--- src/hdl/passband_signal_level_meter_core_assert.svh ---
// Assertion macros used by the level meter back end (plm_back).
// The file that uses them declares clk and rst.
`ifndef PASSBAND_SIGNAL_LEVEL_METER_CORE_ASSERT_SVH
`define PASSBAND_SIGNAL_LEVEL_METER_CORE_ASSERT_SVH

// same-cycle implication
`define PLM_ASSERT_NOW(lbl, ante, cons, msg) \
  lbl: assert property (@(posedge clk) disable iff (rst) (ante) |-> (cons)) else $error(msg);

// next-cycle implication
`define PLM_ASSERT_NEXT(lbl, ante, cons, msg) \
  lbl: assert property (@(posedge clk) disable iff (rst) (ante) |=> (cons)) else $error(msg);

`endif

--- src/hdl/plm_pkg.sv ---
`default_nettype none
package plm_pkg;

  localparam int MAG_W  = 24;
  localparam int SUM_W  = 36;
  localparam int CFG_W  = 17;
  localparam int ADDR_W = 3;
  localparam int EDGE_W = 19;
  localparam int NUM_W  = 18;
  localparam int AVG_W  = 26;
  localparam int OUT_W  = 17;
  localparam int LOG_W  = 22;
  localparam int Q8_W   = 19;
  localparam int QDEPTH = 2;
  localparam int HOLD   = 3;

  localparam int BINS_DEF = 256;
  localparam int RATE_DEF = 96000;

  localparam logic [17:0]           LOG_SCALE      = 18'd197283;
  localparam logic signed [Q8_W-1:0] Q816_OFFSET   = 19'sd12330;
  localparam logic signed [Q8_W-1:0] CONS_Q8       = -19'sd23552;
  localparam logic signed [Q8_W-1:0] QUIET_LVL_Q8  = -19'sd35840;
  localparam logic signed [Q8_W-1:0] QUIET_DENS_Q8 = -19'sd42240;
  localparam logic signed [AVG_W-1:0] AVG_LVL_RST  = -26'sd4784128;
  localparam logic signed [AVG_W-1:0] AVG_DENS_RST = -26'sd6750208;

  typedef enum logic [ADDR_W-1:0] {
    REG_DEMOD = 3'd0,
    REG_FHIGH = 3'd1,
    REG_FLOW  = 3'd2,
    REG_CAL   = 3'd3,
    REG_ATTEN = 3'd4,
    REG_ATK   = 3'd5,
    REG_DEC   = 3'd6
  } reg_idx_t;

  typedef enum logic [1:0] {
    MODE_USB = 2'd0,
    MODE_LSB = 2'd1,
    MODE_DSB = 2'd2
  } demod_t;

  typedef struct packed {
    logic [1:0]         demod_mode;
    logic signed [16:0] filter_high;
    logic signed [16:0] filter_low;
    logic signed [15:0] cal;
    logic signed [7:0]  atten;
    logic [15:0]        atk_alpha;
    logic [15:0]        dec_alpha;
  } cfg_t;

  typedef enum logic [3:0] {
    B_IDLE, B_NORM, B_SQR, B_SCALE, B_LEVEL, B_MUL, B_ACC, B_MAX, B_OUT
  } back_state_t;

  // round Q10.16 to Q9.8 and saturate to 17 bits
  function automatic logic [OUT_W-1:0] sat17(input logic signed [AVG_W-1:0] avg);
    logic signed [AVG_W:0] r;
    logic signed [AVG_W-8:0] v;
    r = {avg[AVG_W-1], avg} + 27'sd128;
    v = r[AVG_W:8];
    if (v > 19'sd65535) begin
      sat17 = 17'h0FFFF;
    end else if (v < -19'sd65536) begin
      sat17 = 17'h10000;
    end else begin
      sat17 = v[OUT_W-1:0];
    end
  endfunction

endpackage
`default_nettype wire

--- src/hdl/plm_back.sv ---
`default_nettype none
`include "passband_signal_level_meter_core_assert.svh"
module plm_back import plm_pkg::*; (
  input  wire logic             clk,
  input  wire logic             rst,
  input  wire cfg_t             cfg,
  input  wire logic             q_empty,
  input  wire logic [SUM_W-1:0] q_data,
  output logic                  pop,
  output logic                  out_valid,
  input  wire logic             out_ready,
  output logic [OUT_W-1:0]      out_level,
  output logic [OUT_W-1:0]      out_density,
  output logic                  out_present
);
  back_state_t state;
  back_state_t state_next;

  logic [SUM_W-1:0] xv;
  logic [5:0]       expo;
  logic [30:0]      mant;
  logic [15:0]      frac;
  logic [3:0]       iter;
  logic [LOG_W+17:0] tprod;
  logic             present;
  logic signed [AVG_W-1:0] lvl;
  logic signed [AVG_W-1:0] dens;
  logic signed [AVG_W-1:0] avg_q [4];
  logic [1:0]       sel;
  logic signed [AVG_W+17:0] mprod;
  logic             load_out;

  logic [61:0]      sq;
  logic [31:0]      sq_s;
  logic [LOG_W+17:0] tsum;
  logic signed [Q8_W-1:0] lvl_q8;
  logic signed [AVG_W-1:0] x_sel;
  logic [15:0]      alpha_sel;
  logic signed [AVG_W:0] diff;
  logic signed [AVG_W+17:0] rnd;

  assign sq   = 62'(mant) * 62'(mant);
  assign sq_s = sq[61:30];
  assign tsum = tprod + (LOG_W+18)'(1 << 23);
  assign lvl_q8 = Q8_W'(cfg.cal) + Q8_W'($signed({cfg.atten, 8'h00}))
                + Q8_W'(tsum[LOG_W+17:24]) - Q816_OFFSET + CONS_Q8;
  assign x_sel     = sel[1] ? dens : lvl;
  assign alpha_sel = sel[0] ? cfg.dec_alpha : cfg.atk_alpha;
  assign diff      = (AVG_W+1)'(x_sel) - (AVG_W+1)'(avg_q[sel]);
  assign rnd       = mprod + (AVG_W+18)'(32768);

  always_comb begin
    state_next = state;
    case (state)
      B_IDLE:  if (!q_empty) state_next = (q_data != '0) ? B_NORM : B_LEVEL;
      B_NORM:  if (xv[SUM_W-1]) state_next = B_SQR;
      B_SQR:   if (iter == 4'd15) state_next = B_SCALE;
      B_SCALE: state_next = B_LEVEL;
      B_LEVEL: state_next = B_MUL;
      B_MUL:   state_next = B_ACC;
      B_ACC:   state_next = (sel == 2'd3) ? B_MAX : B_MUL;
      B_MAX:   state_next = B_OUT;
      B_OUT:   if (!out_valid || out_ready) state_next = B_IDLE;
      default: state_next = B_IDLE;
    endcase
  end

  always_comb begin
    pop      = 1'b0;
    load_out = 1'b0;
    case (state)
      B_IDLE:  pop = !q_empty;
      B_OUT:   load_out = !out_valid || out_ready;
      default: ;
    endcase
  end

  always_ff @(posedge clk) begin
    if (rst) begin
      state     <= B_IDLE;
      out_valid <= 1'b0;
      avg_q[0]  <= AVG_LVL_RST;
      avg_q[1]  <= AVG_LVL_RST;
      avg_q[2]  <= AVG_DENS_RST;
      avg_q[3]  <= AVG_DENS_RST;
    end else begin
      state <= state_next;
      if (load_out) begin
        out_valid <= 1'b1;
      end else if (out_ready) begin
        out_valid <= 1'b0;
      end
      if (state == B_ACC) begin
        avg_q[sel] <= avg_q[sel] + AVG_W'(rnd >>> 16);
      end
      if (state == B_MAX) begin
        if (avg_q[0] > avg_q[1]) avg_q[1] <= avg_q[0];
        if (avg_q[2] > avg_q[3]) avg_q[3] <= avg_q[2];
      end
    end
  end

  always_ff @(posedge clk) begin
    case (state)
      B_IDLE: begin
        xv      <= q_data;
        present <= (q_data != '0);
        expo    <= 6'(SUM_W - 1);
      end
      B_NORM: begin
        if (xv[SUM_W-1]) begin
          mant <= xv[SUM_W-1:SUM_W-31];
          frac <= '0;
          iter <= '0;
        end else begin
          xv   <= xv << 1;
          expo <= expo - 1'b1;
        end
      end
      B_SQR: begin
        frac <= {frac[14:0], sq_s[31]};
        mant <= sq_s[31] ? sq_s[31:1] : sq_s[30:0];
        iter <= iter + 1'b1;
      end
      B_SCALE: tprod <= (LOG_W+18)'({expo, frac}) * (LOG_W+18)'(LOG_SCALE);
      B_LEVEL: begin
        sel <= '0;
        if (present) begin
          lvl  <= AVG_W'({lvl_q8, 8'h00});
          dens <= '0;
        end else begin
          lvl  <= AVG_W'({QUIET_LVL_Q8, 8'h00});
          dens <= AVG_W'({QUIET_DENS_Q8, 8'h00});
        end
      end
      B_MUL: mprod <= $signed({1'b0, alpha_sel}) * diff;
      B_ACC: sel <= sel + 1'b1;
      B_OUT: begin
        if (load_out) begin
          out_level   <= sat17(avg_q[1]);
          out_density <= sat17(avg_q[3]);
          out_present <= present;
        end
      end
      default: ;
    endcase
  end

  `PLM_ASSERT_NOW(a_norm_nonzero, state == B_NORM, xv != '0, "normalize on zero sum")
  `PLM_ASSERT_NEXT(a_sqr_count, state == B_SQR && iter == 4'd15, state == B_SCALE,
    "log iteration count wrong")
  `PLM_ASSERT_NOW(a_out_from_done, $rose(out_valid), $past(state) == B_OUT,
    "result raised outside done state")
endmodule
`default_nettype wire

--- config.mk ---
export PLATFORM = sky130hd
export DESIGN_NAME = plm_back
export DESIGN_NICKNAME = d
export VERILOG_FILES = /design/src/hdl/plm_pkg.sv /design/src/hdl/plm_back.sv
export VERILOG_INCLUDE_DIRS = /design/src /design/src/hdl
export SDC_FILE = /design/constraint.sdc
export NUM_CORES = 2
export LEC_CHECK = 0
export ABC_CLOCK_PERIOD_IN_PS = 23200
export BUFFER_PORTS_ARGS = -buffer_cell sky130_fd_sc_hd__buf_2
export CAP_MARGIN = 25
export CORE_MARGIN = 3
export CORE_UTILIZATION = 35
export DETAILED_ROUTE_END_ITERATION = 10
export SLEW_MARGIN = 20
export SYNTH_ARGS = -nofsm -noshare
export SYNTH_HDL_FRONTEND = slang
export SYNTH_SLANG_ARGS = --single-unit
--- constraint.sdc ---
create_clock -name clk -period 23.2 [get_ports clk]
set_input_delay 1.16 -clock clk [delete_from_list [all_inputs] [get_ports clk]]
set_output_delay 1.16 -clock clk [all_outputs]
set_load 0.02 [all_outputs]
==> results_dict.tcl <==
set metrics [dict create \
    cts_made_buffers 31 \
    final_antenna_net_count 0 \
    fin_crit_ns 10.47 \
    hold_start "avg_q[0][0]$_SDFFCE_PN0P_" \
    setup_viol 0 \
    grt_max_degree 76 \
    fin_tns_setup_ns 0 \
    synth_xor_area_share_pct 3.61 \
    cp.required_ns 23.57 \
    yosys_warnings 0 \
    cts_resized 0 \
    drt_iter0_markers 3118 \
    dpl_worst_slack_ns 12.82 \
    final_cell_mix "inv_1, fa_1, ha_1" \
    synth_edf_count 298 \
    cp.arrival_ns 10.84 \
    reg2reg_depth 27 \
    clk_latency_ns 0.64 \
    dieWidth_um 437 \
    min_path_type "register to register" \
    maxCapViolations 0 \
    synth_top_family_by_area "adder cells" \
    worstSetupStartpointType "register" \
    grt_pass1_wl_um 278000 \
    drc 0 \
    drive_above_1_share_pct 5.35 \
    rsz0062_at_grt "no" \
    mostFrequentLayoutCell "inv_1" \
    layout.nets 8931 \
    final_max_slew_viol_count 0 \
    worstHoldPathCells 1 \
    gp_congestion 0.922 \
    fmax_mhz 95.5 \
    clock-sinks 305 \
    tritoncts "yes" \
    syn_avg_cell_area_um2 9.55 \
    reg2reg_from "mant[16]$_DFFE_PP_" \
    cts.path.max_buffers 3 \
    holdBufCountCts 0 \
    status "finished clean" \
    muxShareOfSynthArea_pct 1.44 \
    reg2reg_slack_ns 12.73 \
    overflow 0 \
    htree_levels 1 \
    tightest_slew_ns 1.09 \
    antenna_found_initial 6 \
    ys.flop_type "edfxtp_1" \
    syn_area_um2 65000 \
    place_hpwl_um 140000 \
    start_util_pct 35.4 \
    cts-root-buf "clkbuf_16" \
    die_h_um 437 \
    dr_total_vias 46400 \
    fp.coreArea_um2 184000 \
    fin_skew_ns 0.0243 \
    hold_viol 0 \
    ys_ff_latch 305 \
    wl_per_cell_um 18.4 \
    max_stage_delay_ns 0.79 \
    synth_cell_types 94 \
    slew_headroom_pct 26.9 \
    synthCells 6812 \
    yosys.area_share.simple_pct 12.0 \
    wirelength_um 172000 \
    synth_compound_area_share_pct 6.31 \
    firstDrtPassIters 5 \
    cp_common_cell "fa_1" \
    synth_nets 8867 \
    synthAdderAreaFrac_pct 51.3 \
    clkTransAtPathRegs_ns 0.07 \
    end_kind "register" \
    ioPinCount 169 \
    reg2reg_to "mant[5]$_DFFE_PP_" \
    area_growth_pct 7.41 \
    cpMaxStageDelayCell "clkinv_1" \
    port_buffers 132 \
    path_max_fanout 24 \
    dieArea_um2 191000 \
    grt_use_total_pct 18.4 \
    fp-row-count 157 \
    period_share_pct 45.1 \
    detail_route.vias_per_cell 4.95 \
    grt_pass1_vias 50000 \
    cts_setup_buffers 0 \
    holdPathEnd "avg_q[1][0]$_DFFE_PP_" \
    critical_path_class "register to register" \
    yosysSeqAreaShare_pct 14.0 \
    async_flop_share_pct 0 \
    timing.final.ws_setup_ns 12.73 \
]
[final cells by class]
cell class | count | area (um^2)
Inverter | 1747 | 6560
Clock buffer | 43 | 841
Fill cell | 18400 | 114000
Timing Repair Buffer | 231 | 1410
Antenna cell | 2 | 5.00
Clock inverter | 15 | 171
Multi-Input combinational cell | 4560 | 48700
Sequential cell | 305 | 9090
Tap cell | 2464 | 3080
[cell families after synthesis]
kind of cell             after synthesis
buffers and inverters               1947
adder cells (fa/ha/maj)             1928
AND/OR/NAND/NOR                     1691
AO/OA/AOI/OAI                        620
flip-flops                           305
XOR/XNOR                             262
multiplexers                          59
[flip-flops by register name, summed over array words and instances, names as in the netlist, 2 cells and up, named ones only]
name / count
out_density: 17
state: 4
tprod: 17
frac: 16
xv: 36
mprod: 27
sel: 2
lvl: 18
out_level: 17
expo: 6
avg_q: 104
iter: 4
mant: 31
[stage by stage]
step / util [%] / hold slack, ns / cell area, um^2 / cells
2_1_floorplan: - / 0.471 / 65000 / 6812
3_3_place_gp: 37.4 / 0.556 / 68800 / 9300
3_5_place_dp: 37.4 / 0.565 / 68800 / 9303
4_1_cts: 38.0 / 0.574 / 69800 / 9361
5_1_grt: 38.0 / 0.611 / 69900 / 9366
6_report: 38.0 / 0.583 / 69900 / 9367
[worst max path at each step]
| stage | startpoint | to | slack [ns] | cells after the start |
|---|---|---|---|---|
| floorplan | register | mprod[41]$_DFFE_PN_ | 13.77 | 34 |
| global placement | register | mprod[36]$_DFFE_PN_ | 12.79 | 30 |
| detailed placement | register | mprod[41]$_DFFE_PN_ | 12.82 | 29 |
| CTS | register | mprod[36]$_DFFE_PN_ | 12.73 | 30 |
| global route | register | mprod[41]$_DFFE_PN_ | 12.19 | 29 |
| finish | mant[16]$_DFFE_PP_ | mant[5]$_DFFE_PP_ | 12.73 | 27 |
[metal layers]
layer  wire [um]  track usage (%)  vias up
met5           0                0        -
met4        6230             5.76        0
met3        8470             1.49      274
met2       84900             31.8     1293
met1       72900             24.3    23700
li1            -                -    21100
[worst max-delay path, delay by kind of cell, from the launching register on]
kind                       cells  cell delay [ns]
and+or+nand+nor                6             2.10
xor gates and xnor gates       1             0.16
AOI/OAI and AO/OA              5             1.93
DFF                            1             0.32
adders and majority gates      9             4.23
buffers and inverters          6             1.45
[synthesized netlist by cell type, types with 12 or more instances]
master       n  area [um^2]
a211oi_1    20          150
a21o_1      81          608
a21oi_1    147          736
a22o_1      27          236
a22oi_1     17          128
a31oi_1     17          106
and2_1     224         1400
and3_1      47          294
clkbuf_1   180          676
edfxtp_1   298         8950
fa_1      1235        24700
ha_1       688         8610
inv_1     1734         6510
mux2_2      16          180
mux2i_1     17          170
mux4_2      26          586
nand2_1    686         2570
nand2b_1    46          288
nand3_1     74          370
nand4_1     43          269
nor2_1     383         1440
nor2b_1     54          338
nor3_1      50          250
nor4_1      26          163
o211ai_1    22          165
o21a_1      23          173
o21ai_0    138          691
o21bai_1    14          105
o221ai_1    14          123
o31ai_1     12         90.1
or2_2       13         81.3
or3_1       13         81.3
xnor2_1    179         1570
xor2_1      78          683
Power is not shown: default switching activity piles up to over one toggle a cycle in this logic, so the estimate is an artifact.
