`src/hdl/passband_signal_level_meter_core_assert.svh`:
```
// Assertion macros used by the level meter back end (plm_back).
// The file that uses them declares clk and rst.
`ifndef PASSBAND_SIGNAL_LEVEL_METER_CORE_ASSERT_SVH
`define PASSBAND_SIGNAL_LEVEL_METER_CORE_ASSERT_SVH

// same-cycle implication
`define PLM_ASSERT_NOW(lbl, ante, cons, msg) \
  lbl: assert property (@(posedge clk) disable iff (rst) (ante) |-> (cons)) else $error(msg);

// next-cycle implication
`define PLM_ASSERT_NEXT(lbl, ante, cons, msg) \
  lbl: assert property (@(posedge clk) disable iff (rst) (ante) |=> (cons)) else $error(msg);

`endif

```
`src/hdl/plm_pkg.sv`:
```
`default_nettype none
package plm_pkg;

  localparam int MAG_W  = 24;
  localparam int SUM_W  = 36;
  localparam int CFG_W  = 17;
  localparam int ADDR_W = 3;
  localparam int EDGE_W = 19;
  localparam int NUM_W  = 18;
  localparam int AVG_W  = 26;
  localparam int OUT_W  = 17;
  localparam int LOG_W  = 22;
  localparam int Q8_W   = 19;
  localparam int QDEPTH = 2;
  localparam int HOLD   = 3;

  localparam int BINS_DEF = 256;
  localparam int RATE_DEF = 96000;

  localparam logic [17:0]           LOG_SCALE      = 18'd197283;
  localparam logic signed [Q8_W-1:0] Q816_OFFSET   = 19'sd12330;
  localparam logic signed [Q8_W-1:0] CONS_Q8       = -19'sd23552;
  localparam logic signed [Q8_W-1:0] QUIET_LVL_Q8  = -19'sd35840;
  localparam logic signed [Q8_W-1:0] QUIET_DENS_Q8 = -19'sd42240;
  localparam logic signed [AVG_W-1:0] AVG_LVL_RST  = -26'sd4784128;
  localparam logic signed [AVG_W-1:0] AVG_DENS_RST = -26'sd6750208;

  typedef enum logic [ADDR_W-1:0] {
    REG_DEMOD = 3'd0,
    REG_FHIGH = 3'd1,
    REG_FLOW  = 3'd2,
    REG_CAL   = 3'd3,
    REG_ATTEN = 3'd4,
    REG_ATK   = 3'd5,
    REG_DEC   = 3'd6
  } reg_idx_t;

  typedef enum logic [1:0] {
    MODE_USB = 2'd0,
    MODE_LSB = 2'd1,
    MODE_DSB = 2'd2
  } demod_t;

  typedef struct packed {
    logic [1:0]         demod_mode;
    logic signed [16:0] filter_high;
    logic signed [16:0] filter_low;
    logic signed [15:0] cal;
    logic signed [7:0]  atten;
    logic [15:0]        atk_alpha;
    logic [15:0]        dec_alpha;
  } cfg_t;

  typedef enum logic [3:0] {
    B_IDLE, B_NORM, B_SQR, B_SCALE, B_LEVEL, B_MUL, B_ACC, B_MAX, B_OUT
  } back_state_t;

  // round Q10.16 to Q9.8 and saturate to 17 bits
  function automatic logic [OUT_W-1:0] sat17(input logic signed [AVG_W-1:0] avg);
    logic signed [AVG_W:0] r;
    logic signed [AVG_W-8:0] v;
    r = {avg[AVG_W-1], avg} + 27'sd128;
    v = r[AVG_W:8];
    if (v > 19'sd65535) begin
      sat17 = 17'h0FFFF;
    end else if (v < -19'sd65536) begin
      sat17 = 17'h10000;
    end else begin
      sat17 = v[OUT_W-1:0];
    end
  endfunction

endpackage
`default_nettype wire

```
`src/hdl/plm_front.sv`:
```
`default_nettype none
module plm_front import plm_pkg::*; #(
  parameter int BINS           = BINS_DEF,
  parameter int SAMPLE_RATE_HZ = RATE_DEF
) (
  input  wire logic             clk,
  input  wire logic             rst,
  input  wire cfg_t             cfg,
  input  wire logic             cfg_we,
  input  wire logic             in_valid,
  output logic                  in_ready,
  input  wire logic [MAG_W-1:0] in_mag,
  input  wire logic             in_last,
  output logic                  push,
  output logic [SUM_W-1:0]      push_sum,
  input  wire logic             q_full
);
  localparam int CW     = $clog2(BINS);
  localparam int W      = (SAMPLE_RATE_HZ / BINS < 1) ? 1 : SAMPLE_RATE_HZ / BINS;
  localparam int D      = 2 * W;
  localparam int SH     = NUM_W + $clog2(D);
  localparam int RW     = NUM_W + 2;
  localparam longint unsigned RECIP_L = ((64'd1 << SH) + D - 1) / D;
  localparam logic [RW-1:0] RECIP = RW'(RECIP_L);
  localparam logic signed [EDGE_W-1:0] QUARTER = EDGE_W'(BINS / 4);
  localparam logic signed [EDGE_W-1:0] TOP_BIN = EDGE_W'(BINS - 1);

  // stage 1: edge select, magnitude, rounding numerator
  logic signed [EDGE_W-1:0] a_s;
  logic signed [EDGE_W-1:0] b_s;
  logic [NUM_W-1:0] a_num;
  logic [NUM_W-1:0] b_num;
  logic             a_neg;
  logic             b_neg;
  // stage 2: reciprocal multiply
  logic signed [EDGE_W-1:0] l_raw;
  logic signed [EDGE_W-1:0] u_raw;
  // stage 3: clamped bounds
  logic signed [EDGE_W-1:0] lo_bin;
  logic signed [EDGE_W-1:0] hi_bin;
  logic [1:0]     hold;
  logic [CW-1:0]  bin_cnt;
  logic [SUM_W-1:0] band_sum;

  logic [NUM_W+RW-1:0] a_prod;
  logic [NUM_W+RW-1:0] b_prod;
  logic signed [EDGE_W-1:0] a_q;
  logic signed [EDGE_W-1:0] b_q;
  logic signed [EDGE_W-1:0] l_c;
  logic signed [EDGE_W-1:0] u_c;
  logic signed [EDGE_W-1:0] cnt_s;
  logic in_band;
  logic accept;
  logic [SUM_W-1:0] sum_new;

  always_comb begin
    case (cfg.demod_mode)
      MODE_USB: begin
        a_s = -EDGE_W'(cfg.filter_high);
        b_s = -EDGE_W'(cfg.filter_low);
      end
      MODE_LSB: begin
        a_s = EDGE_W'(cfg.filter_low);
        b_s = EDGE_W'(cfg.filter_high);
      end
      default: begin
        a_s = -EDGE_W'(cfg.filter_high);
        b_s = EDGE_W'(cfg.filter_high);
      end
    endcase
  end

  always_ff @(posedge clk) begin
    a_neg <= a_s[EDGE_W-1];
    b_neg <= b_s[EDGE_W-1];
    a_num <= {(a_s[EDGE_W-1] ? (NUM_W-1)'(-a_s) : (NUM_W-1)'(a_s)), 1'b0} + NUM_W'(W);
    b_num <= {(b_s[EDGE_W-1] ? (NUM_W-1)'(-b_s) : (NUM_W-1)'(b_s)), 1'b0} + NUM_W'(W);
  end

  // round(x / W) = (2|x| + W) / 2W, done by exact reciprocal
  assign a_prod = (NUM_W+RW)'(a_num) * (NUM_W+RW)'(RECIP);
  assign b_prod = (NUM_W+RW)'(b_num) * (NUM_W+RW)'(RECIP);
  assign a_q    = EDGE_W'(a_prod >> SH);
  assign b_q    = EDGE_W'(b_prod >> SH);

  always_ff @(posedge clk) begin
    l_raw <= QUARTER + (a_neg ? -a_q : a_q);
    u_raw <= QUARTER + (b_neg ? -b_q : b_q);
  end

  always_comb begin
    l_c = (l_raw < 0) ? '0 : l_raw;
    u_c = (u_raw > TOP_BIN) ? TOP_BIN : u_raw;
    if (l_c == u_c) u_c = l_c + 1'b1;
  end

  always_ff @(posedge clk) begin
    lo_bin <= l_c;
    hi_bin <= u_c;
  end

  assign in_ready = (hold == '0) && !q_full;
  assign accept   = in_valid && in_ready;
  assign cnt_s    = EDGE_W'(bin_cnt);
  assign in_band  = (cnt_s >= lo_bin) && (cnt_s <= hi_bin);
  assign sum_new  = band_sum + (in_band ? SUM_W'(in_mag) : '0);
  assign push     = accept && in_last;
  assign push_sum = sum_new;

  always_ff @(posedge clk) begin
    if (rst) begin
      hold     <= 2'(HOLD);
      bin_cnt  <= '0;
      band_sum <= '0;
    end else begin
      if (cfg_we) begin
        hold <= 2'(HOLD);
      end else if (hold != '0) begin
        hold <= hold - 1'b1;
      end
      if (accept) begin
        if (in_last) begin
          bin_cnt  <= '0;
          band_sum <= '0;
        end else begin
          band_sum <= sum_new;
          if (bin_cnt != CW'(BINS - 1)) bin_cnt <= bin_cnt + 1'b1;
        end
      end
    end
  end
endmodule
`default_nettype wire

```
`config.mk`:
```
export PLATFORM = sky130hd
export DESIGN_NAME = plm_front
export DESIGN_NICKNAME = d
export VERILOG_FILES = /design/src/hdl/passband_signal_level_meter_core_assert.svh /design/src/hdl/plm_pkg.sv /design/src/hdl/plm_front.sv
export SDC_FILE = /design/constraint.sdc
export NUM_CORES = 1
export LEC_CHECK = 0
export BUFFER_PORTS_ARGS = -buffer_cell sky130_fd_sc_hd__buf_2
export CAP_MARGIN = 15
export CORE_MARGIN = 5
export CORE_UTILIZATION = 45
export DETAILED_ROUTE_END_ITERATION = 8
export PLACE_DENSITY_LB_ADDON = 0.25
export REMOVE_ABC_BUFFERS = 1
export SLEW_MARGIN = 20
export SYNTH_ARGS = -nofsm -noshare
export SYNTH_HDL_FRONTEND = slang
export SYNTH_SLANG_ARGS = --single-unit
export TNS_END_PERCENT = 5
```
`constraint.sdc`:
```
create_clock -name clk -period 6.4 [get_ports clk]
set_input_delay 0.96 -clock clk [delete_from_list [all_inputs] [get_ports clk]]
set_output_delay 0.96 -clock clk [all_outputs]
set_load 0.01 [all_outputs]
```
==> results of run 1 <==
critical path: cells and delay by family (launching register included):
family | cells | cell delay [ps]
buf+inv | 4 | 490
fa+ha+maj | 8 | 2980
xor+xnor | 2 | 310
flops | 1 | 360
simple gates | 4 | 690
compound gates | 6 | 1410
per-layer routing:
metal | routed length, um | part of all wire
met4 | 1090 | 0.020
met3 | 1970 | 0.036
met2 | 27400 | 0.50
met5 | 0 | 0
met1 | 24000 | 0.44
registers in the layout, summed over array words and instances, names as in the netlist:
signal	flops
a_num	17
lo_bin	18
hi_bin	19
band_sum	36
b_neg	1
bin_cnt	8
l_raw	19
a_neg	1
u_raw	19
b_num	17
hold	2
placed cells by master (no fill, tap or decap), drive strengths merged, types with 22 or more instances in the layout:
| cell type | n |
|---|---|
| and2 | 49 |
| a21oi | 131 |
| nor2b | 33 |
| o21ai | 71 |
| buf | 366 |
| xnor2 | 100 |
| fa | 213 |
| a31oi | 26 |
| nand3 | 48 |
| dfxtp | 157 |
| nand2b | 22 |
| nor2 | 159 |
| nand2 | 105 |
| nor3 | 47 |
| inv | 417 |
| ha | 355 |
| nor4 | 31 |
| a21o | 27 |
| xor2 | 70 |
cell type report:
class                   instances  area, sq um  share of cell area
multi-input cells            1763        17600               0.672
flip-flops and latches        157         3220               0.122
repair buffers                366         2550              0.0969
inverters                     410         1540              0.0586
well taps                     607          759              0.0289
clock buffers                  19          443              0.0169
clock inverters                12          125             0.00476
worst paths after layout:
| path | startpoint | end | slack (ps) | cells past startpoint |
|---|---|---|---|---|
| worst min register to register | band_sum[9] | band_sum[9] | 460 | 2 |
| worst min-delay path | band_sum[9] | band_sum[9] | 460 | 2 |
| worst max register to register | b_num[11] | u_raw[10] | 50 | 24 |
| worst max-delay path | b_num[11] | u_raw[10] | 50 | 24 |
cells by family (layout without fill, tap and decap cells):
| kind of cell | after synthesis | count (layout) | synth area share |
|---|---|---|---|
| compound gates | 407 | 407 | 0.127 |
| flops | 157 | 157 | 0.149 |
| simple gates | 600 | 600 | 0.149 |
| fa+ha+maj | 568 | 568 | 0.413 |
| xor+xnor | 170 | 170 | 0.0707 |
| buf+inv | 456 | 807 | 0.0817 |
| mux | 18 | 18 | 0.00879 |
what timing repair did:
item / in CTS / in global routing
hold endpoints to repair: 0 / 0
setup endpoints to repair: 34 / 45
resized for setup: 102 / 210
setup buffers: 13 / 19
pin swaps: 40 / 130
stage by stage:
stage / utilization / instances / setup WS, ps / instance area (sq um) / hold slack (ps)
2_1_floorplan: - / 2330 / -130 / 20900 / 430
3_3_place_gp: 0.515 / 3271 / -445 / 23900 / 444
3_5_place_dp: 0.515 / 3271 / -599 / 23900 / 449
4_1_cts: 0.540 / 3315 / -122 / 25100 / 466
5_1_grt: 0.566 / 3334 / -240 / 26300 / 484
6_report: 0.566 / 3334 / 52.7 / 26300 / 461
==> impl_metrics.ini, run 1 <==
[setup_path]
cpMaxStageDelayCell = fa_1
startpoint_type = register
cpMostUsedCell = fa_1
path_max_fanout = 5
cp_slowest_stage_delay_ps = 560
cp.required_ps = 6730
endpoint_kind = register
crit_chain = buf_4, buf_4, ha_1, fa_1, fa_1, fa_1, fa_1, ha_1, ha_1, a21o_1, a221o_1, a221oi_2, nor2b_2, or4_4, a2111oi_4, o2111ai_2, o311ai_2, xor2_1, inv_1, ha_4, nand2_4, nor2_4, buf_6, xnor2_1
critPathArrivalTime_ps = 6680
critPathKind = reg2reg

[floorplanning]
fp.coreArea_sq_um = 46500
die_x_um = 226
die-height_um = 226
die-area_sq_um = 51200
ios = 160
placementRows = 79
initial_utilization = 0.453

[worst_hold_path]
hp-class = reg2reg

[synthesis]
yosysUniqueCellTypes = 91
netlist_area_sq_um = 21100
synth_commonest_cells = inv_1, ha_1, fa_1, dfxtp_1, nor2_1
post_synth.cell_area_avg_sq_um = 8.86
ys_ff_latch = 157
synthCells = 2376
yosys.area.top_type = ha_1
seq_area_frac_synth = 0.149
synth.most_common_cell = inv_1
synthTopCellsByArea = ha_1, fa_1, dfxtp_1
ys_warn_count = 0
synth-edff-count = 0
synth.top_cell.area_share = 0.211
synthArstFlopShare = 0
ys_dominant_reg_cell = dfxtp_1

[flow_run]
max-cap-violations = 0

[global_route]
grt_util_met1 = 0.265
grt-ovfl-total = 0
use_met2 = 0.375
grt_antenna_before_repair = 0
grt_pass1_wl_um = 87000
grt_max_degree = 45
grt_usage = 0.208
busiest_layer = met2
met3_usage = 0.0287
first_global_vias = 17815

[sta]
final-max-slew-violation-count = 0
fin_tns_setup_ps = 0
fin_crit_sh = 0.992
worst_slew_pin_slew_ps = 1090
hold_viol = 0
period_needed_ps = 6350
slew_headroom = 0.272
rsz0062_at_grt = yes
setup_viol = 0
fin_skew_ps = 14.2
fmax_mhz = 158

[clock_network]
clk_pin_slew_worst_paths_ps = 70
cts_buffer_depth = 2
clock_sinks = 157
cts_buffers = 17
cts_tree = built
htree_levels = 4
clk_latency_ps = 440
cts-root-buf = clkbuf_16
cts_hold_buf = 0

[routing]
firstDrtPassIters = 6
vias = 17452
drt_iter0_markers = 798
post_drt_wl_per_cell_um = 16.3
detail-route-antenna-nets = 0
vias_per_cell = 5.23
post-route-drc-count = 0
wirelength_um = 54400

[cells_and_area]
post_route_cells_drive_above_1_share = 0.250
area_growth_pct = 24.8
nNetsFinal = 3405
antenna_cells = 0
fillers = 4086

[placed_design]
dp_hpwl_um = 44700
gp_congestion = 0.933
portBuffers = 103

[status]
status = finished, final reports clean
Power of run 1 is not shown: default switching activity piles up to over one toggle a cycle in this logic, so the estimate is an artifact.
==> run 2: changes to the inputs <==
--- a/config.mk
+++ b/config.mk
@@ -8,7 +8,7 @@
 export BUFFER_PORTS_ARGS = -buffer_cell sky130_fd_sc_hd__buf_2
 export CAP_MARGIN = 15
 export CORE_MARGIN = 5
-export CORE_UTILIZATION = 45
+export CORE_UTILIZATION = 25
 export DETAILED_ROUTE_END_ITERATION = 8
 export PLACE_DENSITY_LB_ADDON = 0.25
 export REMOVE_ABC_BUFFERS = 1
==> impl_metrics.ini, run 2 (synthesis gave the netlist of run 1 again) <==
[floorplanning]
fp.coreArea_sq_um = 83600
ios = 160
die-height_um = 300
placementRows = 106
initial_utilization = 0.252
die-area_sq_um = 90100
die_x_um = 300

[sta]
setup_viol = 4
final-max-slew-violation-count = 0
fin_ws_ps = -43.8
fmax_mhz = 155
period_needed_ps = 6440
worst_slew_pin_slew_ps = 1000
fin_skew_ps = 20.9
slew_headroom = 0.332
rsz0062_at_grt = yes
hold_viol = 0
fin_tns_setup_ps = -84.7
fin_crit_sh = 1.01

[setup_path]
critPathArrivalTime_ps = 6770
endpoint_kind = register
cpMostUsedCell = fa_1
cp_slowest_stage_delay_ps = 630
rr_startpoint = b_num[11]
rr_worst_depth = 26
r2r-end = u_raw[10]
r2r_setup_slack_ps = -40
cpMaxStageDelayCell = fa_1
path_max_fanout = 5
cp.required_ps = 6730
crit_start = b_num[11]
critPathKind = reg2reg
startpoint_type = register

[cells_and_area]
post_route_cells_drive_above_1_share = 0.247
layout_common_cells = inv_1, ha_1, buf_4, fa_1, nor2_1
largest_reg_flops = 36
antenna_cells = 0
area_growth_pct = 28.0
nNetsFinal = 3440
layout_commonest_cell = inv_1
fillers = 8814
regMostFlops = band_sum
final_cell_area_sq_um = 27000

[global_route]
grt_usage = 0.124
first_global_vias = 17563
grt_pass1_wl_um = 91500
grt_antenna_before_repair = 1
grt_max_degree = 45
grt-ovfl-total = 0

[status]
violations = negative setup slack
status = finished, violations left

[routing]
post-route-drc-count = 0
drt_iter0_markers = 567
firstDrtPassIters = 5
post_drt_wl_per_cell_um = 14.4
vias_per_cell = 4.42
detail-route-antenna-nets = 0
wirelength_um = 55200
vias = 16973

[clock_network]
clk_pin_slew_worst_paths_ps = 70
clk_latency_ps = 450
cts_tree = built
cts_hold_buf = 0
htree_levels = 4
clock_sinks = 157
cts_buffer_depth = 2
cts_buffers = 17
cts-root-buf = clkbuf_16

[placed_design]
gp_congestion = 0.862
portBuffers = 103
dp_hpwl_um = 46600
placed_area_sq_um = 24700
dp_slack_ps = -559

[worst_hold_path]
min_from = u_raw[13]
min_to = hi_bin[13]
hp-class = reg2reg
whs_path_depth = 1

[flow_run]
max-cap-violations = 0
[run 2: changes by cell type in the layout (fill, tap and decap cells not counted), sizes merged]
cell / delta
bufbuf: +1
clkinv: +4
buf: +34
bufinv: -1
clkbuf: -2
[run 2: timing repair]
action	in CTS	in global routing
gates resized for setup	199	61
setup buffers	29	15
endpoints found under the setup margin	41	43
pin swaps	117	53
gates cloned	1	0
[run 2: worst max-delay path: cells and delay by family, from the launching register on]
| family | cells | cell delay (ps) |
|---|---|---|
| AND/OR/NAND/NOR | 4 | 670 |
| buffers and inverters | 6 | 580 |
| adder cells (fa/ha/maj) | 8 | 3040 |
| AO/OA/AOI/OAI | 6 | 1370 |
| flip-flops | 1 | 340 |
| XOR/XNOR | 2 | 330 |
[run 2: worst max-delay path by stage]
stage                     cells after the start           end  slack [ps]
after floorplan                              25     u_raw[16]        -130
after global routing                         31     l_raw[10]        -320
after CTS                                    26  push_sum[25]          -6
final                                        26     u_raw[10]         -40
after global placement                       29     l_raw[10]        -560
after detailed placement                     29     l_raw[10]        -560
[run 2: metrics by stage]
stage	hold WS, ps	util	std cells
2_1_floorplan	430	-	2330
3_3_place_gp	447	0.295	3767
3_5_place_dp	447	0.295	3767
4_1_cts	455	0.318	3829
5_1_grt	477	0.323	3843
6_report	452	0.323	3843
[run 2: layer usage]
layer	part of all wire	global-route usage	wire length (um)
met2	0.47	0.213	26000
met4	0.0094	0.0201	520
met1	0.49	0.169	27000
met5	0	0	0
met3	0.029	0.0154	1630
[run 2: cell type report]
type                            count  area [sq um]  share of cell area
Clock inverter                     15           171             0.00636
Sequential cell                   157          3210               0.119
Multi-Input combinational cell   1763         17400               0.645
Inverter                          410          1540              0.0571
Clock buffer                       17           425              0.0158
Tap cell                         1080          1350              0.0501
Timing Repair Buffer              401          2860               0.106
Power of run 2 is left out for the same reason.
