==> src/hdl/passband_signal_level_meter_core_assert.svh <==
// Assertion macros used by the level meter back end (plm_back).
// The file that uses them declares clk and rst.
`ifndef PASSBAND_SIGNAL_LEVEL_METER_CORE_ASSERT_SVH
`define PASSBAND_SIGNAL_LEVEL_METER_CORE_ASSERT_SVH

// same-cycle implication
`define PLM_ASSERT_NOW(lbl, ante, cons, msg) \
  lbl: assert property (@(posedge clk) disable iff (rst) (ante) |-> (cons)) else $error(msg);

// next-cycle implication
`define PLM_ASSERT_NEXT(lbl, ante, cons, msg) \
  lbl: assert property (@(posedge clk) disable iff (rst) (ante) |=> (cons)) else $error(msg);

`endif

==> src/hdl/plm_pkg.sv <==
`default_nettype none
package plm_pkg;

  localparam int MAG_W  = 24;
  localparam int SUM_W  = 36;
  localparam int CFG_W  = 17;
  localparam int ADDR_W = 3;
  localparam int EDGE_W = 19;
  localparam int NUM_W  = 18;
  localparam int AVG_W  = 26;
  localparam int OUT_W  = 17;
  localparam int LOG_W  = 22;
  localparam int Q8_W   = 19;
  localparam int QDEPTH = 2;
  localparam int HOLD   = 3;

  localparam int BINS_DEF = 256;
  localparam int RATE_DEF = 96000;

  localparam logic [17:0]           LOG_SCALE      = 18'd197283;
  localparam logic signed [Q8_W-1:0] Q816_OFFSET   = 19'sd12330;
  localparam logic signed [Q8_W-1:0] CONS_Q8       = -19'sd23552;
  localparam logic signed [Q8_W-1:0] QUIET_LVL_Q8  = -19'sd35840;
  localparam logic signed [Q8_W-1:0] QUIET_DENS_Q8 = -19'sd42240;
  localparam logic signed [AVG_W-1:0] AVG_LVL_RST  = -26'sd4784128;
  localparam logic signed [AVG_W-1:0] AVG_DENS_RST = -26'sd6750208;

  typedef enum logic [ADDR_W-1:0] {
    REG_DEMOD = 3'd0,
    REG_FHIGH = 3'd1,
    REG_FLOW  = 3'd2,
    REG_CAL   = 3'd3,
    REG_ATTEN = 3'd4,
    REG_ATK   = 3'd5,
    REG_DEC   = 3'd6
  } reg_idx_t;

  typedef enum logic [1:0] {
    MODE_USB = 2'd0,
    MODE_LSB = 2'd1,
    MODE_DSB = 2'd2
  } demod_t;

  typedef struct packed {
    logic [1:0]         demod_mode;
    logic signed [16:0] filter_high;
    logic signed [16:0] filter_low;
    logic signed [15:0] cal;
    logic signed [7:0]  atten;
    logic [15:0]        atk_alpha;
    logic [15:0]        dec_alpha;
  } cfg_t;

  typedef enum logic [3:0] {
    B_IDLE, B_NORM, B_SQR, B_SCALE, B_LEVEL, B_MUL, B_ACC, B_MAX, B_OUT
  } back_state_t;

  // round Q10.16 to Q9.8 and saturate to 17 bits
  function automatic logic [OUT_W-1:0] sat17(input logic signed [AVG_W-1:0] avg);
    logic signed [AVG_W:0] r;
    logic signed [AVG_W-8:0] v;
    r = {avg[AVG_W-1], avg} + 27'sd128;
    v = r[AVG_W:8];
    if (v > 19'sd65535) begin
      sat17 = 17'h0FFFF;
    end else if (v < -19'sd65536) begin
      sat17 = 17'h10000;
    end else begin
      sat17 = v[OUT_W-1:0];
    end
  endfunction

endpackage
`default_nettype wire

==> src/hdl/plm_queue.sv <==
`default_nettype none
module plm_queue import plm_pkg::*; (
  input  wire logic             clk,
  input  wire logic             rst,
  input  wire logic             push,
  input  wire logic [SUM_W-1:0] wdata,
  output logic                  full,
  input  wire logic             pop,
  output logic [SUM_W-1:0]      rdata,
  output logic                  empty
);
  localparam int PW = $clog2(QDEPTH);

  logic [SUM_W-1:0] mem [QDEPTH];
  logic [PW-1:0]    wr_ptr;
  logic [PW-1:0]    rd_ptr;
  logic [PW:0]      count;

  assign full  = (count == (PW+1)'(QDEPTH));
  assign empty = (count == '0);
  assign rdata = mem[rd_ptr];

  always_ff @(posedge clk) begin
    if (push) begin
      mem[wr_ptr] <= wdata;
    end
  end

  always_ff @(posedge clk) begin
    if (rst) begin
      wr_ptr <= '0;
      rd_ptr <= '0;
      count  <= '0;
    end else begin
      if (push) wr_ptr <= wr_ptr + 1'b1;
      if (pop)  rd_ptr <= rd_ptr + 1'b1;
      count <= count + (PW+1)'(push) - (PW+1)'(pop);
    end
  end
endmodule
`default_nettype wire

==> config.mk <==
export PLATFORM = sky130hd
export DESIGN_NAME = plm_queue
export DESIGN_NICKNAME = d
export VERILOG_FILES = /design/src/hdl/passband_signal_level_meter_core_assert.svh /design/src/hdl/plm_pkg.sv /design/src/hdl/plm_queue.sv
export SDC_FILE = /design/constraint.sdc
export NUM_CORES = 1
export LEC_CHECK = 0
export BUFFER_PORTS_ARGS = -buffer_cell sky130_fd_sc_hd__buf_2
export CORE_MARGIN = 5
export CORE_UTILIZATION = 35
export CTS_CLUSTER_DIAMETER = 120
export DETAILED_ROUTE_END_ITERATION = 10
export PLACE_DENSITY = 0.65
export SYNTH_ARGS = -nofsm -noshare
export SYNTH_HDL_FRONTEND = slang
export SYNTH_SLANG_ARGS = --single-unit
==> constraint.sdc <==
create_clock -name clk -period 7.6 [get_ports clk]
set_input_delay 1.52 -clock clk [delete_from_list [all_inputs] [get_ports clk]]
set_output_delay 1.52 -clock clk [all_outputs]
set_load 0.01 [all_outputs]
==> impl_metrics.ini, run 1 <==
[floorplan]
rows = 33
ios = 78
core-area_mm2 = 0.00826
die_h_um = 102
dieArea_mm2 = 0.0104
start_util = 0.359
die_x_um = 102

[power]
total_leakage_power_nw = 1.44
power.sequential.fraction = 0.548
internal_power_mw = 0.711
comb_power_share = 0.127
power.switching_mw = 0.213
peakVddDrop_mv = 0.138
p_clk_frac = 0.326
power_density_mw_per_mm2 = 255
p_sw_frac = 0.231

[global_routing]
grt_pass1_wl_mm = 7.10
grt_max_degree = 37
track_usage = 0.0939
grt_pass1_vias = 1460
globalRoute.totalOverflow = 0
antenna_found_initial = 0

[run]
max_cap_violations = 0

[worst_setup_path]
crit_fanout = 22
startpoint_type = flip-flop
endpoint_kind = output pin
critPathKind = reg -> out
worstPathArrival_ps = 1980
crit_required_ps = 6080

[timing]
rsz0062_at_grt = no
worst_pin_slew_ps = 1060
fin_crit_sh = 0.460
tns_ps = 0
fin_skew_ps = 13.5
max_freq_mhz = 286
hold_viol = 0
slew_headroom = 0.295
layout_setup_ws_ps = 4100
slew_violations = 0
setup_viol = 0
min_period_ps = 3500

[logic_synthesis]
syn_area_mm2 = 0.00297
ys_ff_latch = 77
synth-seq-area-share = 0.762
synth_xor_area_frac = 0.0135
syn_area_per_cell_um2 = 22.3
synthMuxAreaShare = 0.175
synthSimpleGateAreaFrac = 0.0148
synth-adder-area-share = 0.00843
synth.net_count = 175
synth_top_family_by_area = multiplexers
synth_cells = 133
ys_warn_count = 0
synth_cell_type_count = 13
synth-compound-area-share = 0

[cells_and_area]
layout-drive-gt1-share = 0.592
n_fill_cell = 735
final_nets = 260
final_cell_mix = buf_2 (77), edfxtp_1 (72), mux2_4 (30)
num_antenna_cells = 0
register_area_mm2 = 0.00226
area_growth_pct = 22.2
finish.utilization = 0.439
multi_input_comb_area_um2 = 636
final_cell_area_mm2 = 0.00363
mostFrequentLayoutCell = buf_2

[cts]
clk_pin_slew_ps = 80
cts_setup_buffers = 0
cts_buffers = 9
postCtsHoldBufs = 0
post_cts_resized = 0
cts_root_buf = clkbuf_8
cts_buffer_depth = 2
clock_latency_ps = 340
cts_tree = built
cts_max_level = 3
cts.sinks = 77

[place]
gp_congestion = 0.651
port-buffer-count = 77
placed_cell_area_mm2 = 0.00343
pre_cts_ws_ps = 4430

[detailed_routing]
routed-via-count = 1413
drt-pass1-iter-count = 4
ant_nets = 0
drc = 0
drt_iter0_markers = 27
wire_per_inst_um = 14.3
via_per_inst = 4.31
drt_wl_total_mm = 4.70

[min_path]
hp-class = reg -> reg

[outcome]
outcome = completed
-- stage by stage --
step	hold slack (ps)	cells	power [mW]
after CTS	524	328	0.941
after floorplan	480	133	0.596
after detailed placement	504	312	0.636
after global placement	495	312	0.634
after global routing	553	328	0.970
final	520	328	0.924
-- registers in the layout, summed over array words and instances, names as in the netlist, named ones only --
signal  flops
count       2
rd_ptr      1
mem        72
wr_ptr      1
-- critical path, cell delays in order (launching register included) --
cell and delay, ps:
dfxtp_2 640, buf_4 450, mux2_2 390, buf_2 140
-- per-layer routing --
layer	global-route usage	wire (um)
met1	0.108	1900
met2	0.149	2420
met3	0.0430	325
met4	0.0454	61
met5	0	0
-- Yosys cell counts --
cell type,n,area (um^2)
buf_12,3,60.1
inv_1,2,7.51
xnor2_1,2,17.5
nor2b_1,3,18.8
xnor3_1,1,22.5
buf_6,1,11.3
ha_1,2,25.0
mux2_4,30,450
mux2_2,6,67.6
dfxtp_1,5,100
edfxtp_1,72,2160
nor2_1,5,18.8
and2_1,1,6.26
-- cell families after synthesis --
| kind of cell | count (synthesis) |
|---|---|
| adders and majority gates | 2 |
| and+or+nand+nor | 9 |
| muxes | 36 |
| DFF | 77 |
| buffers and inverters | 6 |
| xor gates and xnor gates | 3 |
-- power groups by stage --
stage	Combinational (mW)	Sequential (mW)	Clock, mW
3_5_place_dp	0.120	0.516	0
2_1_floorplan	0.0852	0.510	0
5_1_grt	0.128	0.509	0.333
4_1_cts	0.121	0.507	0.314
6_report	0.117	0.506	0.301
3_3_place_gp	0.118	0.516	0
-- path summary, 6_finish.rpt --
path / start / to / slack, ps / cells after the start
setup / recovery: flip-flop / rdata[32] / 4100 / 3
hold / removal: rd_ptr / rd_ptr / 520 / 2
setup reg to reg: wr_ptr / mem[0][33] / 6030 / 1
hold reg to reg: rd_ptr / rd_ptr / 520 / 2
-- final cells by class --
| cell class | count | share of cell area |
|---|---|---|
| repair buffers | 78 | 0.108 |
| well taps | 105 | 0.0362 |
| multi-input cells | 50 | 0.175 |
| clock buffers | 9 | 0.0341 |
| clock inverters | 7 | 0.0200 |
| flip-flops and latches | 77 | 0.624 |
| inverters | 2 | 0.00207 |
Note: power is estimated with default switching activity, not from simulation.
==> run 2, diff against run 1 <==
--- a/config.mk
+++ b/config.mk
@@ -5,6 +5,7 @@
 export SDC_FILE = /design/constraint.sdc
 export NUM_CORES = 1
 export LEC_CHECK = 0
+export ABC_AREA = 1
 export BUFFER_PORTS_ARGS = -buffer_cell sky130_fd_sc_hd__buf_2
 export CORE_MARGIN = 5
 export CORE_UTILIZATION = 35
==> constraint.sdc (replaced) <==
create_clock -name clk -period 3.26 [get_ports clk]
set_input_delay 0.652 -clock clk [delete_from_list [all_inputs] [get_ports clk]]
set_output_delay 0.652 -clock clk [all_outputs]
set_load 0.01 [all_outputs]
==> impl_metrics.ini, run 2 <==
[outcome]
outcome = completed

[worst_setup_path]
endpoint_kind = output pin
worst-path-buf-inv = 2
slowest_delay_ps = 590
crit_required_ps = 2610
worstPathArrival_ps = 1720
critPathKind = reg -> out
path_delay_family = flip-flops
startpoint_type = flip-flop
crit_fanout = 25
crit_chain = buf_12, mux2_2, buf_2
critPathSlowestCell = dfxtp_2

[logic_synthesis]
syn_area_per_cell_um2 = 20.8
synth_edf_count = 72
synth-seq-area-share = 0.760
synth.most_common_cell = edfxtp_1
synth_cells = 143
syn_area_mm2 = 0.00298
yosys.area.top_type_share = 0.727
ys_ff_latch = 77
synthTopCellsByArea = edfxtp_1 (73%), mux2_4 (15%), dfxtp_1 (3.4%)
synth.net_count = 185
synth_top_area_cell = edfxtp_1
synth_cell_type_count = 14
synth_top_cells_by_count = edfxtp_1 (72), mux2_4 (30), inv_1 (8), nor2_1 (8), mux2_2 (6)
ys_warn_count = 0
synth_ff_type = edfxtp_1
async_reset_ff_frac = 0

[floorplan]
rows = 33
die_h_um = 102
dieArea_mm2 = 0.0104
start_util = 0.360
die_x_um = 102
core-area_mm2 = 0.00826
ios = 78

[detailed_routing]
drt_iter0_markers = 42
drt_wl_total_mm = 5.17
wire_per_inst_um = 15.3
ant_nets = 0
drt-pass1-iter-count = 4
drc = 0
via_per_inst = 4.40
routed-via-count = 1486

[run]
max_cap_violations = 0

[cts]
post_cts_resized = 0
postCtsHoldBufs = 0
cts_buffer_depth = 2
cts_setup_buffers = 0
cts_root_buf = clkbuf_8
cts_buffers = 9
clk_pin_slew_ps = 80
cts_tree = built
cts_max_level = 3
clock_latency_ps = 340
cts.sinks = 77

[place]
gp_congestion = 0.673
pre_cts_ws_ps = 1220
hpwlAfterDp_mm = 3.59
port-buffer-count = 77

[global_routing]
grt_max_degree = 37
globalRoute.totalOverflow = 0
grt_pass1_vias = 1580
grt_pass1_wl_mm = 7.80
track_usage = 0.104
antenna_found_initial = 1

[cells_and_area]
register_area_mm2 = 0.00226
multi_input_comb_area_um2 = 619
area_growth_pct = 22.0
regMostFlops = mem
final_cell_mix = buf_2 (77), edfxtp_1 (72), mux2_4 (30)
layout-drive-gt1-share = 0.562
mostFrequentLayoutCell = buf_2
n_fill_cell = 743
largest_reg_flops = 72
num_antenna_cells = 0
final_nets = 272
reg_top3 = mem x72, count x2

[timing]
rsz0062_at_grt = no
min_period_ps = 2370
fin_crit_sh = 0.727
slew_violations = 0
slew_headroom = 0.595
hold_viol = 0
setup_viol = 0
layout_setup_ws_ps = 891
tns_ps = 0
worst_pin_slew_ps = 605
max_freq_mhz = 422
fin_skew_ps = 6.62

[power]
peakVddDrop_mv = 0.184
power_density_mw_per_mm2 = 553
total_leakage_power_nw = 1.46

[min_path]
hp-class = in -> reg
run 2: changes by cell type after synthesis, sizes merged:
cell,before,now
and2,1,0
nor2b,3,0
a21oi,0,1
nor3,0,1
xnor2,2,1
nand2,0,4
nand3,0,1
nor2,5,8
xnor3,1,0
inv,2,8
run 2: power by group:
part | switching (mW) | total, mW | internal (mW)
combinational | 0.124 | 0.263 | 0.139
clock | 0.319 | 0.582 | 0.263
sequential | 0.0230 | 1.16 | 1.14
total | 0.466 | 2.01 | 1.54
run 2: metrics by stage:
step                cells  utilization  cell area [um^2]  hold slack [ps]  total power [mW]
floorplan             143            -              2980              480              1.36
global placement      324        0.421              3480              505              1.45
detailed placement    324        0.421              3480              510              1.46
CTS                   338        0.440              3630              480              2.04
global route          338        0.440              3630              480              2.10
finish                338        0.440              3630              495              2.01
run 2: cell families (layout without fill, tap and decap cells):
logic type      count (synthesis)  after routing  synth area share
flops                          77             77             0.760
mux                            36             36             0.174
simple gates                   14             14            0.0185
buf+inv                        12            102            0.0341
fa+ha+maj                       2              2           0.00841
compound gates                  1              1           0.00168
xor+xnor                        1              1           0.00294
run 2: final cells by class:
cell class              count  share of cell area
well taps                 105              0.0362
clock buffers               9              0.0341
flip-flops and latches     77               0.623
repair buffers             80               0.119
inverters                   8             0.00827
clock inverters             5             0.00827
multi-input cells          54               0.171
run 2: final timing paths:
path	startpoint	end	slack (ps)	cells after the start
setup / recovery	flip-flop	rdata[35]	890	3
hold / removal	wdata[13]	mem[1][13]	490	1
setup reg to reg	wr_ptr	mem[0][12]	1870	2
hold reg to reg	rd_ptr	rd_ptr	520	2
run 2: layer usage:
layer | GRT usage | part of all wire
met1 | 0.116 | 0.38
met2 | 0.172 | 0.52
met3 | 0.0362 | 0.090
met4 | 0.0575 | 0.018
met5 | 0 | 0.0014
run 2: worst reg2reg max path, delay by kind of cell (launching register included):
| family | cells | cell delay [ps] |
|---|---|---|
| buf+inv | 1 | 250 |
| flops | 1 | 340 |
| simple gates | 1 | 510 |
==> run 3, diff against run 2 <==
--- a/config.mk
+++ b/config.mk
@@ -5,13 +5,13 @@
 export SDC_FILE = /design/constraint.sdc
 export NUM_CORES = 1
 export LEC_CHECK = 0
-export ABC_AREA = 1
+export ABC_AREA = 0
 export BUFFER_PORTS_ARGS = -buffer_cell sky130_fd_sc_hd__buf_2
 export CORE_MARGIN = 5
 export CORE_UTILIZATION = 35
 export CTS_CLUSTER_DIAMETER = 120
 export DETAILED_ROUTE_END_ITERATION = 10
-export PLACE_DENSITY = 0.65
+export PLACE_DENSITY = 0.67
 export SYNTH_ARGS = -nofsm -noshare
 export SYNTH_HDL_FRONTEND = slang
 export SYNTH_SLANG_ARGS = --single-unit
==> constraint.sdc (replaced) <==
create_clock -name clk -period 2 [get_ports clk]
set_input_delay 0.4 -clock clk [delete_from_list [all_inputs] [get_ports clk]]
set_output_delay 0.4 -clock clk [all_outputs]
set_load 0.01 [all_outputs]
==> impl_metrics.ini, run 3 (same netlist as run 1, synthesis figures left out) <==
[cells_and_area]
mostFrequentLayoutCell = buf_2
layout-drive-gt1-share = 0.605
n_fill_cell = 748
area_growth_pct = 25.5
final_nets = 265
regMostFlops = mem
reg_top3 = mem x72, count x2
final_cell_mix = buf_2 (77), edfxtp_1 (72), mux2_4 (30)
num_antenna_cells = 0
largest_reg_flops = 72

[detailed_routing]
via_per_inst = 4.28
drc = 0
ant_nets = 0
routed-via-count = 1424
drt_wl_total_mm = 4.82
wire_per_inst_um = 14.5
drt_iter0_markers = 44
drt-pass1-iter-count = 4

[global_routing]
grt_pass1_vias = 1540
grt_max_degree = 25
globalRoute.totalOverflow = 0
antenna_found_initial = 0
grt_pass1_wl_mm = 7.36
track_usage = 0.0968

[min_path]
hp-class = in -> reg
min-delay-start = wdata[23]

[timing]
worst_pin_slew_ps = 335
min_period_ps = 1900
slew_violations = 0
setup_viol = 0
fin_skew_ps = 10.8
tns_ps = 0
slew_headroom = 0.776
fin_crit_sh = 0.949
rsz0062_at_grt = no
max_freq_mhz = 527
hold_viol = 0
hold_ws_ps = 237

[floorplan]
die_x_um = 102
ios = 78
core-area_mm2 = 0.00826
rows = 33
start_util = 0.359
dieArea_mm2 = 0.0104
die_h_um = 102

[cts]
cts.sinks = 77
cts_buffer_depth = 2
cts_max_level = 3
cts_buffers = 9
postCtsHoldBufs = 0
clk_pin_slew_ps = 90
clock_latency_ps = 340
cts_tree = built
cts_setup_buffers = 0
cts_root_buf = clkbuf_8

[worst_setup_path]
endpoint_kind = output pin
startpoint_type = flip-flop
worstPathArrival_ps = 1500
crit_required_ps = 1600
critPathKind = reg -> out
crit_fanout = 16
worstReg2RegStart = count[0]

[place]
port-buffer-count = 77
gp_congestion = 0.667
hpwlAfterDp_mm = 3.35

[power]
power_density_mw_per_mm2 = 1030
peakVddDrop_mv = 0.691
total_leakage_power_nw = 1.49

[run]
max_cap_violations = 0

[outcome]
outcome = completed
## run 3: worst paths after layout
kind                end  depth (start not counted)  slack, ps
max reg2reg    count[1]                          6        780
max           rdata[35]                          3        100
min          mem[1][23]                          1        240
min reg2reg      rd_ptr                          2        530
## run 3: metrics by stage
stage / utilization / cell area [um^2] / setup slack, ps / cells / total power, mW
5_1_grt: 0.451 / 3720 / 16.6 / 333 / 4.00
6_report: 0.451 / 3720 / 102 / 333 / 3.82
2_1_floorplan: - / 2970 / 217 / 133 / 2.26
4_1_cts: 0.450 / 3720 / 28.0 / 333 / 3.88
3_3_place_gp: 0.420 / 3470 / 445 / 317 / 2.42
3_5_place_dp: 0.420 / 3470 / 428 / 317 / 2.43
## run 3: power breakdown
| part | total (mW) | internal [mW] | switching (mW) |
|---|---|---|---|
| registers | 1.91 | 1.88 | 0.0303 |
| clock network | 1.44 | 0.851 | 0.586 |
| logic | 0.475 | 0.254 | 0.221 |
| total | 3.82 | 2.98 | 0.838 |
## run 3: timing repair
action,CTS,global route
endpoints found under the setup margin,0,3
gates resized for setup,0,1
hold endpoints to repair,0,0
## run 3: worst max-delay path, stage by stage, from the launching register on
cell and delay [ps]:
dfxtp_2 340, buf_4 290, mux2_2 380, buf_2 140
## run 3: final cells by class
cell class / instances / area, um^2 / share of cell area
clock buffers: 9 / 124 / 0.0333
clock inverters: 7 / 128 / 0.0343
inverters: 2 / 7.51 / 0.00202
multi-input cells: 50 / 636 / 0.171
flip-flops and latches: 77 / 2260 / 0.608
well taps: 105 / 131 / 0.0353
repair buffers: 83 / 434 / 0.117
## run 3: routing by layer
layer  global-route usage  share of wire
met4               0.0545          0.017
met5                    0              0
met2                0.157           0.48
met1                0.107           0.42
met3               0.0403          0.082
